--- config.mk ---
export PLATFORM = sky130hd
export DESIGN_NAME = lcd_spi_command_sequencer_core_flat
export DESIGN_NICKNAME = d
export VERILOG_FILES = /design/src/rtl/core/lcdspi_pkg.sv /design/src/rtl/core/lcdspi_ifs.sv /design/src/rtl/core/lcdspi_ser_add.sv /design/src/rtl/core/lcd_spi_command_sequencer_core.sv /design/src/flat_wrapper.sv
export SDC_FILE = /design/constraint.sdc
export NUM_CORES = 1
export LEC_CHECK = 0
export BUFFER_PORTS_ARGS = -buffer_cell sky130_fd_sc_hd__buf_2
export CAP_MARGIN = 20
export CORE_AREA = 2 2 133 135
export DETAILED_ROUTE_END_ITERATION = 8
export DIE_AREA = 0 0 135 137
export PLACE_DENSITY = 0.76
export SLEW_MARGIN = 10
export SYNTH_ARGS = -nofsm -noshare
export SYNTH_HDL_FRONTEND = slang
export SYNTH_HIERARCHICAL = 1
export SYNTH_SLANG_ARGS = --single-unit
export TNS_END_PERCENT = 50
--- constraint.sdc ---
create_clock -name clock -period 3.45 [get_ports clock]
set_clock_uncertainty 0.1 [all_clocks]
set_input_delay 0.1725 -clock clock [delete_from_list [all_inputs] [get_ports clock]]
set_output_delay 0.1725 -clock clock [all_outputs]
set_load 0.05 [all_outputs]
--- src/rtl/core/lcdspi_pkg.sv ---
// Shared types, codes and the init ROM of the LCD serial command sequencer.
package lcdspi_pkg;

   localparam int unsigned WORD_WIDTH  = 16;
   localparam int unsigned INDEX_WIDTH = 6;

   localparam logic [2:0] MODE_CMD    = 3'd0;
   localparam logic [2:0] MODE_DATA   = 3'd1;
   localparam logic [2:0] MODE_WORD   = 3'd2;
   localparam logic [2:0] MODE_WINDOW = 3'd3;
   localparam logic [2:0] MODE_INIT   = 3'd4;

   localparam logic [1:0] KIND_CMD  = 2'd0;
   localparam logic [1:0] KIND_DATA = 2'd1;
   localparam logic [1:0] KIND_WAIT = 2'd2;

   localparam logic [1:0] ORIENT_OFFSET_Y = 2'd1;
   localparam logic [1:0] ORIENT_OFFSET_X = 2'd3;

   localparam logic [7:0] CMD_CASET = 8'h2A;
   localparam logic [7:0] CMD_RASET = 8'h2B;
   localparam logic [7:0] CMD_RAMWR = 8'h2C;

   localparam logic [INDEX_WIDTH-1:0] INIT_MAC_SLOT = 6'd5;
   localparam logic [INDEX_WIDTH-1:0] INIT_LAST     = 6'd60;
   localparam logic [INDEX_WIDTH-1:0] WINDOW_LAST   = 6'd10;
   localparam logic [INDEX_WIDTH-1:0] WORD_LAST     = 6'd1;

   typedef struct packed {
      logic [1:0] kind;
      logic [7:0] frame_byte;
   } frame_type;

   function automatic logic [7:0] mac_byte(input logic [1:0] orientation);
      logic [7:0] result;
      unique case (orientation)
         2'd0: result = 8'h00;
         2'd1: result = 8'hC0;
         2'd2: result = 8'h70;
         2'd3: result = 8'hA0;
         default: result = 8'h00;
      endcase
      return result;
   endfunction

   function automatic frame_type init_rom(input logic [INDEX_WIDTH-1:0] index);
      frame_type f;
      f.kind = KIND_DATA;
      unique case (index)
         6'd0:  f = '{KIND_CMD,  8'h11};
         6'd1:  f = '{KIND_WAIT, 8'd120};
         6'd2:  f = '{KIND_CMD,  8'h11};
         6'd3:  f = '{KIND_WAIT, 8'd120};
         6'd4:  f = '{KIND_CMD,  8'h36};
         6'd5:  f = '{KIND_DATA, 8'h00};
         6'd6:  f = '{KIND_CMD,  8'h3A};
         6'd7:  f = '{KIND_DATA, 8'h05};
         6'd8:  f = '{KIND_CMD,  8'hB2};
         6'd9:  f = '{KIND_DATA, 8'h0C};
         6'd10: f = '{KIND_DATA, 8'h0C};
         6'd11: f = '{KIND_DATA, 8'h00};
         6'd12: f = '{KIND_DATA, 8'h33};
         6'd13: f = '{KIND_DATA, 8'h33};
         6'd14: f = '{KIND_CMD,  8'hB7};
         6'd15: f = '{KIND_DATA, 8'h35};
         6'd16: f = '{KIND_CMD,  8'hBB};
         6'd17: f = '{KIND_DATA, 8'h32};
         6'd18: f = '{KIND_CMD,  8'hC2};
         6'd19: f = '{KIND_DATA, 8'h01};
         6'd20: f = '{KIND_CMD,  8'hC3};
         6'd21: f = '{KIND_DATA, 8'h15};
         6'd22: f = '{KIND_CMD,  8'hC4};
         6'd23: f = '{KIND_DATA, 8'h20};
         6'd24: f = '{KIND_CMD,  8'hC6};
         6'd25: f = '{KIND_DATA, 8'h0F};
         6'd26: f = '{KIND_CMD,  8'hD0};
         6'd27: f = '{KIND_DATA, 8'hA4};
         6'd28: f = '{KIND_DATA, 8'hA1};
         6'd29: f = '{KIND_CMD,  8'hE0};
         6'd30: f = '{KIND_DATA, 8'hD0};
         6'd31: f = '{KIND_DATA, 8'h08};
         6'd32: f = '{KIND_DATA, 8'h0E};
         6'd33: f = '{KIND_DATA, 8'h09};
         6'd34: f = '{KIND_DATA, 8'h09};
         6'd35: f = '{KIND_DATA, 8'h05};
         6'd36: f = '{KIND_DATA, 8'h31};
         6'd37: f = '{KIND_DATA, 8'h33};
         6'd38: f = '{KIND_DATA, 8'h48};
         6'd39: f = '{KIND_DATA, 8'h17};
         6'd40: f = '{KIND_DATA, 8'h14};
         6'd41: f = '{KIND_DATA, 8'h15};
         6'd42: f = '{KIND_DATA, 8'h31};
         6'd43: f = '{KIND_DATA, 8'h34};
         6'd44: f = '{KIND_CMD,  8'hE1};
         6'd45: f = '{KIND_DATA, 8'hD0};
         6'd46: f = '{KIND_DATA, 8'h08};
         6'd47: f = '{KIND_DATA, 8'h0E};
         6'd48: f = '{KIND_DATA, 8'h09};
         6'd49: f = '{KIND_DATA, 8'h09};
         6'd50: f = '{KIND_DATA, 8'h15};
         6'd51: f = '{KIND_DATA, 8'h31};
         6'd52: f = '{KIND_DATA, 8'h33};
         6'd53: f = '{KIND_DATA, 8'h48};
         6'd54: f = '{KIND_DATA, 8'h17};
         6'd55: f = '{KIND_DATA, 8'h14};
         6'd56: f = '{KIND_DATA, 8'h15};
         6'd57: f = '{KIND_DATA, 8'h31};
         6'd58: f = '{KIND_DATA, 8'h34};
         6'd59: f = '{KIND_CMD,  8'h21};
         6'd60: f = '{KIND_CMD,  8'h29};
         default: f = '{KIND_CMD, 8'h00};
      endcase
      return f;
   endfunction

endpackage

--- src/rtl/core/lcdspi_ifs.sv ---
// Valid/ready channel interfaces for requests and frame items.
interface lcdspi_req_if;
   logic        valid;
   logic        ready;
   logic [2:0]  mode;
   logic [15:0] value;
   logic [15:0] x_start;
   logic [15:0] y_start;
   logic [15:0] x_end;
   logic [15:0] y_end;

   modport source (output valid, mode, value, x_start, y_start, x_end, y_end, input ready);
   modport sink   (input valid, mode, value, x_start, y_start, x_end, y_end, output ready);
endinterface

interface lcdspi_rsp_if;
   logic       valid;
   logic       ready;
   logic [1:0] kind;
   logic [7:0] frame_byte;
   logic       last;

   modport source (output valid, kind, frame_byte, last, input ready);
   modport sink   (input valid, kind, frame_byte, last, output ready);
endinterface

--- src/rtl/core/lcdspi_ser_add.sv ---
// Bit-serial adder lane that adds a serial addend to a loaded word, LSB first.
module lcdspi_ser_add #(
   parameter int WIDTH = 16
) (
   input  logic             clock,
   input  logic             load,
   input  logic [WIDTH-1:0] load_value,
   input  logic             shift,
   input  logic             addend_bit,
   output logic [WIDTH-1:0] sum
);

   logic [WIDTH-1:0] word_ff;
   logic [WIDTH-1:0] word_in;
   logic             carry_ff;
   logic             carry_in;
   logic             sum_bit;

   assign sum_bit = word_ff[0] ^ addend_bit ^ carry_ff;

   always_comb begin
      word_in  = word_ff;
      carry_in = carry_ff;
      if (load) begin
         word_in  = load_value;
         carry_in = 1'b0;
      end else if (shift) begin
         word_in  = {sum_bit, word_ff[WIDTH-1:1]};
         carry_in = (word_ff[0] & addend_bit) | (carry_ff & (word_ff[0] ^ addend_bit));
      end
   end

   always_ff @(posedge clock) begin
      word_ff  <= word_in;
      carry_ff <= carry_in;
   end

   assign sum = word_ff;

endmodule

--- src/rtl/core/lcd_spi_command_sequencer_core.sv ---
// Top level of the LCD serial command sequencer: request decode, offset add and frame output.
// Each accepted request of a used mode becomes one or more frame items, one per cycle while
// the output register is free. A command or data byte request emits one frame, a data word
// request two; a window request first adds the address offset to its x or y coordinates,
// as the orientation selects, through two bit-serial adder lanes, then emits 11 frames;
// the init request emits its 61 ROM frames. Requests with an unused mode are taken and
// produce nothing. A new request is accepted as soon as the final frame of the previous
// one sits in the output register.
module lcd_spi_command_sequencer_core #(
   parameter int ADDRESS_OFFSET = 80
) (
   input  logic              clock,
   input  logic              reset,
   lcdspi_req_if.sink        req,
   lcdspi_rsp_if.source      rsp,
   input  logic              csr_write_enable,
   input  logic [1:0]        csr_write_data
);

   localparam int unsigned W = lcdspi_pkg::WORD_WIDTH;
   localparam int unsigned CNT_W = $clog2(W);
   localparam logic [W-1:0] OFFSET_WORD = W'(ADDRESS_OFFSET);

   typedef enum logic [1:0] {
      ST_IDLE,
      ST_ADD,
      ST_EMIT
   } state_type;

   state_type  state_ff;
   logic [1:0] orientation_ff;
   logic [2:0] mode_ff;
   logic [W-1:0] value_ff;
   logic [W-1:0] xs_ff;
   logic [W-1:0] ys_ff;
   logic [W-1:0] xe_ff;
   logic [W-1:0] ye_ff;
   logic [W-1:0] addend_ff;
   logic [CNT_W-1:0] bit_cnt_ff;
   logic [lcdspi_pkg::INDEX_WIDTH-1:0] idx_ff;
   logic       rsp_valid_ff;
   logic [1:0] rsp_kind_ff;
   logic [7:0] rsp_byte_ff;
   logic       rsp_last_ff;

   logic accept;
   logic load_out;
   logic lane_load;
   logic lane_shift;
   logic offset_x;
   logic offset_y;
   logic [W-1:0] lane_start;
   logic [W-1:0] lane_end;
   logic [W-1:0] x_start_word;
   logic [W-1:0] x_end_word;
   logic [W-1:0] y_start_word;
   logic [W-1:0] y_end_word;
   lcdspi_pkg::frame_type frame;
   lcdspi_pkg::frame_type rom_frame;
   logic frame_last;

   assign req.ready  = (state_ff == ST_IDLE);
   assign accept     = req.valid && req.ready;
   assign load_out   = (state_ff == ST_EMIT) && (!rsp_valid_ff || rsp.ready);
   assign lane_load  = accept;
   assign lane_shift = (state_ff == ST_ADD);
   assign offset_x   = (orientation_ff == lcdspi_pkg::ORIENT_OFFSET_X);
   assign offset_y   = (orientation_ff == lcdspi_pkg::ORIENT_OFFSET_Y);

   lcdspi_ser_add #(.WIDTH(W)) u_add_start (
      .clock      (clock),
      .load       (lane_load),
      .load_value (offset_x ? req.x_start : req.y_start),
      .shift      (lane_shift),
      .addend_bit (addend_ff[0]),
      .sum        (lane_start)
   );

   lcdspi_ser_add #(.WIDTH(W)) u_add_end (
      .clock      (clock),
      .load       (lane_load),
      .load_value (offset_x ? req.x_end : req.y_end),
      .shift      (lane_shift),
      .addend_bit (addend_ff[0]),
      .sum        (lane_end)
   );

   assign x_start_word = offset_x ? lane_start : xs_ff;
   assign x_end_word   = offset_x ? lane_end   : xe_ff;
   assign y_start_word = offset_y ? lane_start : ys_ff;
   assign y_end_word   = offset_y ? lane_end   : ye_ff;

   always_comb begin
      rom_frame = lcdspi_pkg::init_rom(idx_ff);
      if (idx_ff == lcdspi_pkg::INIT_MAC_SLOT) begin
         rom_frame.frame_byte = lcdspi_pkg::mac_byte(orientation_ff);
      end
   end

   always_comb begin
      frame.kind       = lcdspi_pkg::KIND_DATA;
      frame.frame_byte = 8'h00;
      frame_last       = 1'b1;
      unique case (mode_ff)
         lcdspi_pkg::MODE_CMD: begin
            frame.kind       = lcdspi_pkg::KIND_CMD;
            frame.frame_byte = value_ff[7:0];
         end
         lcdspi_pkg::MODE_DATA: begin
            frame.frame_byte = value_ff[7:0];
         end
         lcdspi_pkg::MODE_WORD: begin
            frame.frame_byte = idx_ff[0] ? value_ff[7:0] : value_ff[15:8];
            frame_last       = (idx_ff == lcdspi_pkg::WORD_LAST);
         end
         lcdspi_pkg::MODE_WINDOW: begin
            frame_last = (idx_ff == lcdspi_pkg::WINDOW_LAST);
            unique case (idx_ff[3:0])
               4'd0: begin
                  frame.kind       = lcdspi_pkg::KIND_CMD;
                  frame.frame_byte = lcdspi_pkg::CMD_CASET;
               end
               4'd1: frame.frame_byte = x_start_word[15:8];
               4'd2: frame.frame_byte = x_start_word[7:0];
               4'd3: frame.frame_byte = x_end_word[15:8];
               4'd4: frame.frame_byte = x_end_word[7:0];
               4'd5: begin
                  frame.kind       = lcdspi_pkg::KIND_CMD;
                  frame.frame_byte = lcdspi_pkg::CMD_RASET;
               end
               4'd6: frame.frame_byte = y_start_word[15:8];
               4'd7: frame.frame_byte = y_start_word[7:0];
               4'd8: frame.frame_byte = y_end_word[15:8];
               4'd9: frame.frame_byte = y_end_word[7:0];
               default: begin
                  frame.kind       = lcdspi_pkg::KIND_CMD;
                  frame.frame_byte = lcdspi_pkg::CMD_RAMWR;
               end
            endcase
         end
         lcdspi_pkg::MODE_INIT: begin
            frame      = rom_frame;
            frame_last = (idx_ff == lcdspi_pkg::INIT_LAST);
         end
         default: begin
            frame.kind = lcdspi_pkg::KIND_CMD;
         end
      endcase
   end

   always_ff @(posedge clock) begin
      if (reset) begin
         state_ff       <= ST_IDLE;
         orientation_ff <= 2'd0;
         rsp_valid_ff   <= 1'b0;
         idx_ff         <= '0;
         bit_cnt_ff     <= '0;
      end else begin
         if (csr_write_enable) begin
            orientation_ff <= csr_write_data;
         end
         if (load_out) begin
            rsp_valid_ff <= 1'b1;
         end else if (rsp_valid_ff && rsp.ready) begin
            rsp_valid_ff <= 1'b0;
         end
         unique case (state_ff)
            ST_IDLE: begin
               if (accept) begin
                  idx_ff     <= '0;
                  bit_cnt_ff <= '0;
                  if (req.mode == lcdspi_pkg::MODE_WINDOW) begin
                     state_ff <= ST_ADD;
                  end else if (req.mode <= lcdspi_pkg::MODE_INIT) begin
                     state_ff <= ST_EMIT;
                  end
               end
            end
            ST_ADD: begin
               bit_cnt_ff <= bit_cnt_ff + 1'b1;
               if (bit_cnt_ff == CNT_W'(W - 1)) begin
                  state_ff <= ST_EMIT;
               end
            end
            ST_EMIT: begin
               if (load_out) begin
                  rsp_kind_ff  <= frame.kind;
                  rsp_byte_ff  <= frame.frame_byte;
                  rsp_last_ff  <= frame_last;
                  idx_ff       <= idx_ff + 1'b1;
                  if (frame_last) begin
                     state_ff <= ST_IDLE;
                  end
               end
            end
            default: state_ff <= ST_IDLE;
         endcase
      end
   end

   always_ff @(posedge clock) begin
      if (accept) begin
         mode_ff   <= req.mode;
         value_ff  <= req.value;
         xs_ff     <= req.x_start;
         ys_ff     <= req.y_start;
         xe_ff     <= req.x_end;
         ye_ff     <= req.y_end;
         addend_ff <= (offset_x || offset_y) ? OFFSET_WORD : '0;
      end else if (lane_shift) begin
         addend_ff <= {1'b0, addend_ff[W-1:1]};
      end
   end

   assign rsp.valid      = rsp_valid_ff;
   assign rsp.kind       = rsp_kind_ff;
   assign rsp.frame_byte = rsp_byte_ff;
   assign rsp.last       = rsp_last_ff;

   a_unused_mode_silent: assert property (@(posedge clock) disable iff (reset)
      (accept && req.mode > lcdspi_pkg::MODE_INIT) |=> !$rose(rsp.valid))
      else $error("frame produced for an unused mode");

   a_last_frees_input: assert property (@(posedge clock) disable iff (reset)
      (load_out && frame_last) |=> req.ready)
      else $error("input not ready after final frame");

   a_index_in_range: assert property (@(posedge clock) disable iff (reset)
      (state_ff == ST_EMIT) |-> (idx_ff <= lcdspi_pkg::INIT_LAST))
      else $error("frame index beyond init sequence");

   a_wait_only_in_init: assert property (@(posedge clock) disable iff (reset)
      (load_out && frame.kind == lcdspi_pkg::KIND_WAIT) |-> (mode_ff == lcdspi_pkg::MODE_INIT))
      else $error("wait frame outside init sequence");

endmodule
--- src/flat_wrapper.sv ---
// flat-port wrapper written by rule: the top's interface ports become plain ports
module lcd_spi_command_sequencer_core_flat 
#(
   parameter int ADDRESS_OFFSET = 80
)
  (clock, reset, csr_write_enable, csr_write_data, req_valid, req_mode, req_value, req_x_start, req_y_start, req_x_end, req_y_end, req_ready, rsp_valid, rsp_kind, rsp_frame_byte, rsp_last, rsp_ready);
  lcdspi_req_if req_i ();
  lcdspi_rsp_if rsp_i ();
  input  logic clock;
  input  logic reset;
  input  logic csr_write_enable;
  input  logic [1:0] csr_write_data;
  input wire logic [$bits(req_i.valid)-1:0] req_valid;
  input wire logic [$bits(req_i.mode)-1:0] req_mode;
  input wire logic [$bits(req_i.value)-1:0] req_value;
  input wire logic [$bits(req_i.x_start)-1:0] req_x_start;
  input wire logic [$bits(req_i.y_start)-1:0] req_y_start;
  input wire logic [$bits(req_i.x_end)-1:0] req_x_end;
  input wire logic [$bits(req_i.y_end)-1:0] req_y_end;
  output wire logic [$bits(req_i.ready)-1:0] req_ready;
  output wire logic [$bits(rsp_i.valid)-1:0] rsp_valid;
  output wire logic [$bits(rsp_i.kind)-1:0] rsp_kind;
  output wire logic [$bits(rsp_i.frame_byte)-1:0] rsp_frame_byte;
  output wire logic [$bits(rsp_i.last)-1:0] rsp_last;
  input wire logic [$bits(rsp_i.ready)-1:0] rsp_ready;
  assign req_i.valid = req_valid;
  assign req_i.mode = req_mode;
  assign req_i.value = req_value;
  assign req_i.x_start = req_x_start;
  assign req_i.y_start = req_y_start;
  assign req_i.x_end = req_x_end;
  assign req_i.y_end = req_y_end;
  assign req_ready = req_i.ready;
  assign rsp_valid = rsp_i.valid;
  assign rsp_kind = rsp_i.kind;
  assign rsp_frame_byte = rsp_i.frame_byte;
  assign rsp_last = rsp_i.last;
  assign rsp_i.ready = rsp_ready;
  lcd_spi_command_sequencer_core #(.ADDRESS_OFFSET(ADDRESS_OFFSET)) u_core (.clock(clock), .reset(reset), .req(req_i), .rsp(rsp_i), .csr_write_enable(csr_write_enable), .csr_write_data(csr_write_data));
endmodule
=== After elaboration in Yosys (flattened, before gate mapping) ===
Memory sizes are Yosys's and may differ from the RTL's. A register that Yosys moved wholly into a read port is not among the register bits.
Index checks and enable logic that the tools add are counted.

* $lt $le $gt $ge: 1
* Multiplexer cells: 37
* Bitwise logic cells: 11
* Reductions and logical operators: 21
* Add/sub/neg operators: 2
* Equal/unequal tests: 29

{| class="wikitable"
|+ Operators with widths
! cell !! number
|-
| $mux 16 || 12
|-
| $pmux 8 s10 || 1
|-
| $pmux 8 s4 || 2
|-
| $mux 6 || 4
|-
| $eq 4x3->1 const B || 4
|-
| $mux 8 || 2
|-
| $eq 4x4->1 const B || 3
|-
| $mux 2 || 6
|-
| $pmux 2 s3 || 2
|-
| $pmux 6 s2 || 1
|-
| $eq 3x2->1 const B || 3
|-
| $eq 4x2->1 const B || 2
|-
| $pmux 4 s2 || 1
|-
| $reduce_bool 2->1 || 4
|-
| $reduce_or 8->1 || 1
|-
| $mux 7 || 1
|-
| $add 6x1->6 const B || 1
|-
| $eq 2x2->1 const B || 3
|-
| $eq 6x1->1 const B || 1
|-
| $eq 6x3->1 const B || 1
|-
| $eq 6x4->1 const B || 1
|-
| $eq 6x6->1 const B || 1
|-
| $reduce_and 3->1 || 2
|-
| $reduce_and 5->1 || 1
|-
| 24 further kinds || 41
|}

* ROM bits: 640
* Bits of input ports: 90
* Register bits after elaboration: 159
* Output and inout port bits: 13
* Word-level logic and storage cells: 121
* Memories: 1

{| class="wikitable"
|+ Memories
! memory !! words !! bits a word !! read ports !! clocked after Yosys merged registers in !! wr ports !! line !! text
|-
| (no name shown) || 64 || 10 || 1 || 1 || 0 || lcdspi_pkg.sv:49 || <nowiki>unique case (index)</nowiki>
|}

=== Depth between registers and ports, before layout ===
* Word-level depth: 7
* Mapped depth: 13
* Gate-level depth less buffers: 12

=== Modules after synthesis ===
Netlist, hierarchy kept.

{| class="wikitable"
|+ By module, submodules not included
! module !! area an instance (um^2) !! times used !! cells an instance
|-
| lcd_spi_command_sequencer_core || 7348.3 || 1 || 666
|-
| lcdspi_ser_add || 782.0 || 2 || 39
|}

=== Least setup slack after synthesis ===
Ideal clock, no wire load.

* Kind: flip-flop to flip-flop
* Start point: register u_core.state_ff[1]
* End point: register with a tool-made name
* Buffers on the path: 1
* Setup time: 0.122 ns
* Data arrival time: 3.300 ns
* Data required time: 3.228 ns
* Stages on the path, launching flop included: 11
* Path slack: -0.072 ns
* Cells stage by stage: dfxtp_1 > or3b_4 > inv_2 > nor2_1 > buf_2 > nand2_2 > inv_1 > ha_1 > a211oi_1 > nor4b_4 > a221o_1

{| class="wikitable"
|+ RTL lines
! what !! line !! text
|-
| from (decl) || lcd_spi_command_sequencer_core.sv:30 || <nowiki>state_type state_ff;</nowiki>
|-
| from (signal assigned) || lcd_spi_command_sequencer_core.sv:153 || <nowiki>state_ff <= ST_IDLE;</nowiki>
|-
| from (signal assigned) || lcd_spi_command_sequencer_core.sv:173 || <nowiki>state_ff <= ST_ADD;</nowiki>
|-
| from (signal assigned) || lcd_spi_command_sequencer_core.sv:175 || <nowiki>state_ff <= ST_EMIT;</nowiki>
|}

==> run metrics <==
die width 135 um; CP Data Arrival Time 3410 ps; multiplexer share of the synthesized area 16.7%; Antenna diodes 0; DP Wirelength between 15000 and 20000 um; Final setup viols 0; area grow syn2layout 25.2%; first-pass GRT wire length roughly 40000 um; Critical path buffers and inverters 1; Core Area ~0.017 mm2; H-tree Lvls 4; Die ar. between 0.015 and 0.02 mm2; Antenna Violating Nets Remaining 0; Max stage delay on crit path between 600 and 700 ps; CTS sink cnt 160; critical path peak fanout 18; sequential area share after synthesis 50.9%; crit path launch type flop; final setup margin ~250 ps; Compound-Gate Fraction of Synth Area between 10% and 20%; IO Pins ~100; Post-CTS Setup Bufs 0; cell breakdown of the critical path ha_1, inv_1, o31ai_1, nand2_1, a41oi_1, a41o_1, o211ai_1; worst path required time approximately 3700 ps; Synth Area in Simple Gates a little under an eighth; Crit Reg-Reg Startpoint u_core/idx_ff[0]$_SDFFE_PP0N_; internal power 3.59 mW; Final Max Tran Viols 0; Crit Path Category reg2reg; dpl ws between 400 and 500 ps; Hold Crit Class in2reg; reg2reg setup slack ~250 ps; # rows 48; hold path depth 3; XOR/XNOR share of the synthesized area less than 1%; asr flop ratio synth 0%; Tot GR Track Use 28.9%; Critical Path Stages 7; number of synthesized flops with an enable pin approximately 130; clock latency on the worst-skew pair around 440 ps; DR vias/cell between 6 and 7; outcome complete, no violations; initial core utilization 52.3%; min Tclk post-route roughly 3200 ps; clk slew on worst S/H paths 70 ps; Cells after Synth about 740; Clock Path Buffers 2; Worst Hold Path EP u_core/rsp.valid$_SDFFE_PP0P_; Syn Std Cell Area around 0.0089 mm2; drt drc 0; period utilisation layout between 90% and 100%; layout cells sized above 1 roughly a quarter; sw frac between 20% and 30%; via count 7345; port bufs roughly 100; initial antenna violation count 0; Most used DFF post-synth edfxtp_1; Layout Nets 1048; Overflow after GRT 0; NetSw between 1 and 1.5 mW; Synth cell types between 70 and 80; Yosys warning count 6; vias in the first global route just over 7000; Root Driver clkbuf_16; Max Cap Viol 0; fin util between 60 and 70%; largest family of logic cells by synthesized area multiplexers; DR iter-0 viols 889; area share of fa/ha/maj cells after synthesis 3.54%; Pwr Density 437 mW/mm2; Final TNS setup 0 ps; Synth Net Count 858; Clock power frac about 40%; DR WL/cell ~23 um; Routed WL 26400 um; crit end category flop; final hold vios 0; slowest CP cell ha_1; Placer Congestion about 0.95; pin count of the biggest net entering global routing between 90 and 100; Comb pwr share between 10% and 20%; Max VDD drop roughly 0.37 mV; DR pass1 iterations 7; number of synthesized register bits 160; TritonCTS Buffers 17; Flop pwr share 48.3%; syn avg cell area ~12 um2; slew at the pin with the worst max-slew slack approximately 860 ps; Total Power 4.88 mW; CTS tree built; LEAKAGE 4.13 nW; R2R cell count 7; Worst slew margin 42.2%; RSZ-0062 raised after global routing false; die height 137 um; Hold Startpoint rsp_ready; CP delay by family, top compound AO/OA/AOI/OAI gates; max frequency between 0.3 and 0.4 GHz
## worst register-to-register path, cell delays in order (launching register included)
cell and delay [ps]:
dfxtp_1 610, ha_1 690, inv_1 220, o31ai_1 460
nand2_1 310, a41oi_1 340, a41o_1 260, o211ai_1 90
## cells in the mapped netlist (21+ instances only)
cell      number  area share, %
edfxtp_1     133             45
mux2i_1       64            7.2
mux2_2        52            6.6
nand2_1       44            1.9
nor2_1        30            1.3
o21ai_0       30            1.7
dfxtp_1       27            6.1
o22ai_1       26            1.8
a21oi_1       23            1.3
ha_1          22            3.1
inv_1         21           0.88
## per-layer routing
metal / up-vias / track usage (%) / share of wire, %
met5: - / 0 / 0
met1: 3529 / 38.7 / 41
met4: 0 / 9.43 / 2.6
met2: 480 / 47.5 / 47
li1: 3276 / - / -
met3: 60 / 5.63 / 9.4
## cell families after synthesis
| group | after synthesis |
|---|---|
| AND/OR/NAND/NOR | 189 |
| AO/OA/AOI/OAI | 162 |
| flip-flops | 160 |
| multiplexers | 134 |
| buffers and inverters | 67 |
| adder cells (fa/ha/maj) | 24 |
| XOR/XNOR | 8 |
## area by class of cell
type	count	area, um2
multi-input combinational	517	4040
tap	225	282
sequential	160	4530
timing repair buffer	213	1590
fill	1263	5900
inverter	25	96.3
clock buffer	17	425
clock inverter	15	189
## flip-flops by register name, indices dropped and copies added (netlist names), named ones only
signal,cells
u_core/u_add_end/sum,16
u_core/u_add_start/sum,16
u_core/value_ff,16
u_core/xe_ff,16
u_core/xs_ff,16
u_core/ye_ff,16
u_core/ys_ff,16
u_core/rsp.frame_byte,8
u_core/addend_ff,7
u_core/idx_ff,6
u_core/bit_cnt_ff,4
u_core/mode_ff,3
u_core/orientation_ff,2
u_core/rom_frame,2
u_core/rsp.kind,2
u_core/state_ff,2
u_core/rsp.last,1
u_core/rsp.valid,1
u_core/u_add_end/carry_ff,1
u_core/u_add_start/carry_ff,1
## worst max-delay path by stage
stage / startpoint / to
after floorplan: u_core/state_ff[1]$_SDFFE_PP0P_ / flop
after detailed placement: u_core/idx_ff[0]$_SDFFE_PP0N_ / flop
after global routing: u_core/idx_ff[0]$_SDFFE_PP0N_ / flop
after CTS: u_core/idx_ff[0]$_SDFFE_PP0N_ / flop
final: u_core/idx_ff[0]$_SDFFE_PP0N_ / flop
after global placement: u_core/idx_ff[0]$_SDFFE_PP0N_ / flop
## power by group through the flow
stage          clock (mW)  sequential [mW]  combinational (mW)
6_report             1.94             2.35               0.587
5_1_grt              2.03             2.37               0.624
4_1_cts              1.94             2.35               0.571
3_3_place_gp            0             2.39               0.484
3_5_place_dp            0             2.39               0.490
2_1_floorplan           0             2.37               0.320
## placed cells by master, fill, tap and decap left out, types with 5 or more instances in the layout
cell type / Yosys / routed
a211oi_1: 9 / 9
a21oi_1: 23 / 23
a222oi_1: 8 / 8
a22oi_1: 6 / 6
and2_1: 9 / 9
and3_1: 5 / 5
buf_2: 13 / 102
buf_4: 3 / 22
clkbuf_16: 0 / 17
dfxtp_1: 27 / 27
dlygate4sd3_1: 0 / 87
edfxtp_1: 133 / 133
ha_1: 22 / 20
inv_1: 21 / 21
inv_6: 0 / 6
mux2_2: 52 / 52
mux2_4: 16 / 16
mux2i_1: 64 / 64
nand2_1: 44 / 44
nand2b_1: 10 / 10
nand3_1: 20 / 20
nand4_1: 7 / 7
nor2_1: 30 / 30
nor2b_1: 5 / 5
nor3_1: 20 / 20
nor4_1: 10 / 10
o211ai_1: 8 / 8
o21a_1: 5 / 5
o21ai_0: 30 / 30
o22ai_1: 26 / 26
o311ai_0: 5 / 5
xnor2_1: 7 / 7
## timing repair
item,CTS,global route
setup endpoints to repair,0,0
gates resized for setup,0,0
hold buffers,87,0
hold endpoints to repair,85,0
## metrics by stage
stage	hold WS, ps	std cells	instance area, um2
2_1_floorplan	171	744	8910
4_1_cts	6.05	1172	11200
6_report	3.13	1172	11200
3_5_place_dp	252	1053	9670
3_3_place_gp	256	1053	9670
5_1_grt	29.9	1172	11200
Note: power is estimated with default switching activity, not from simulation.
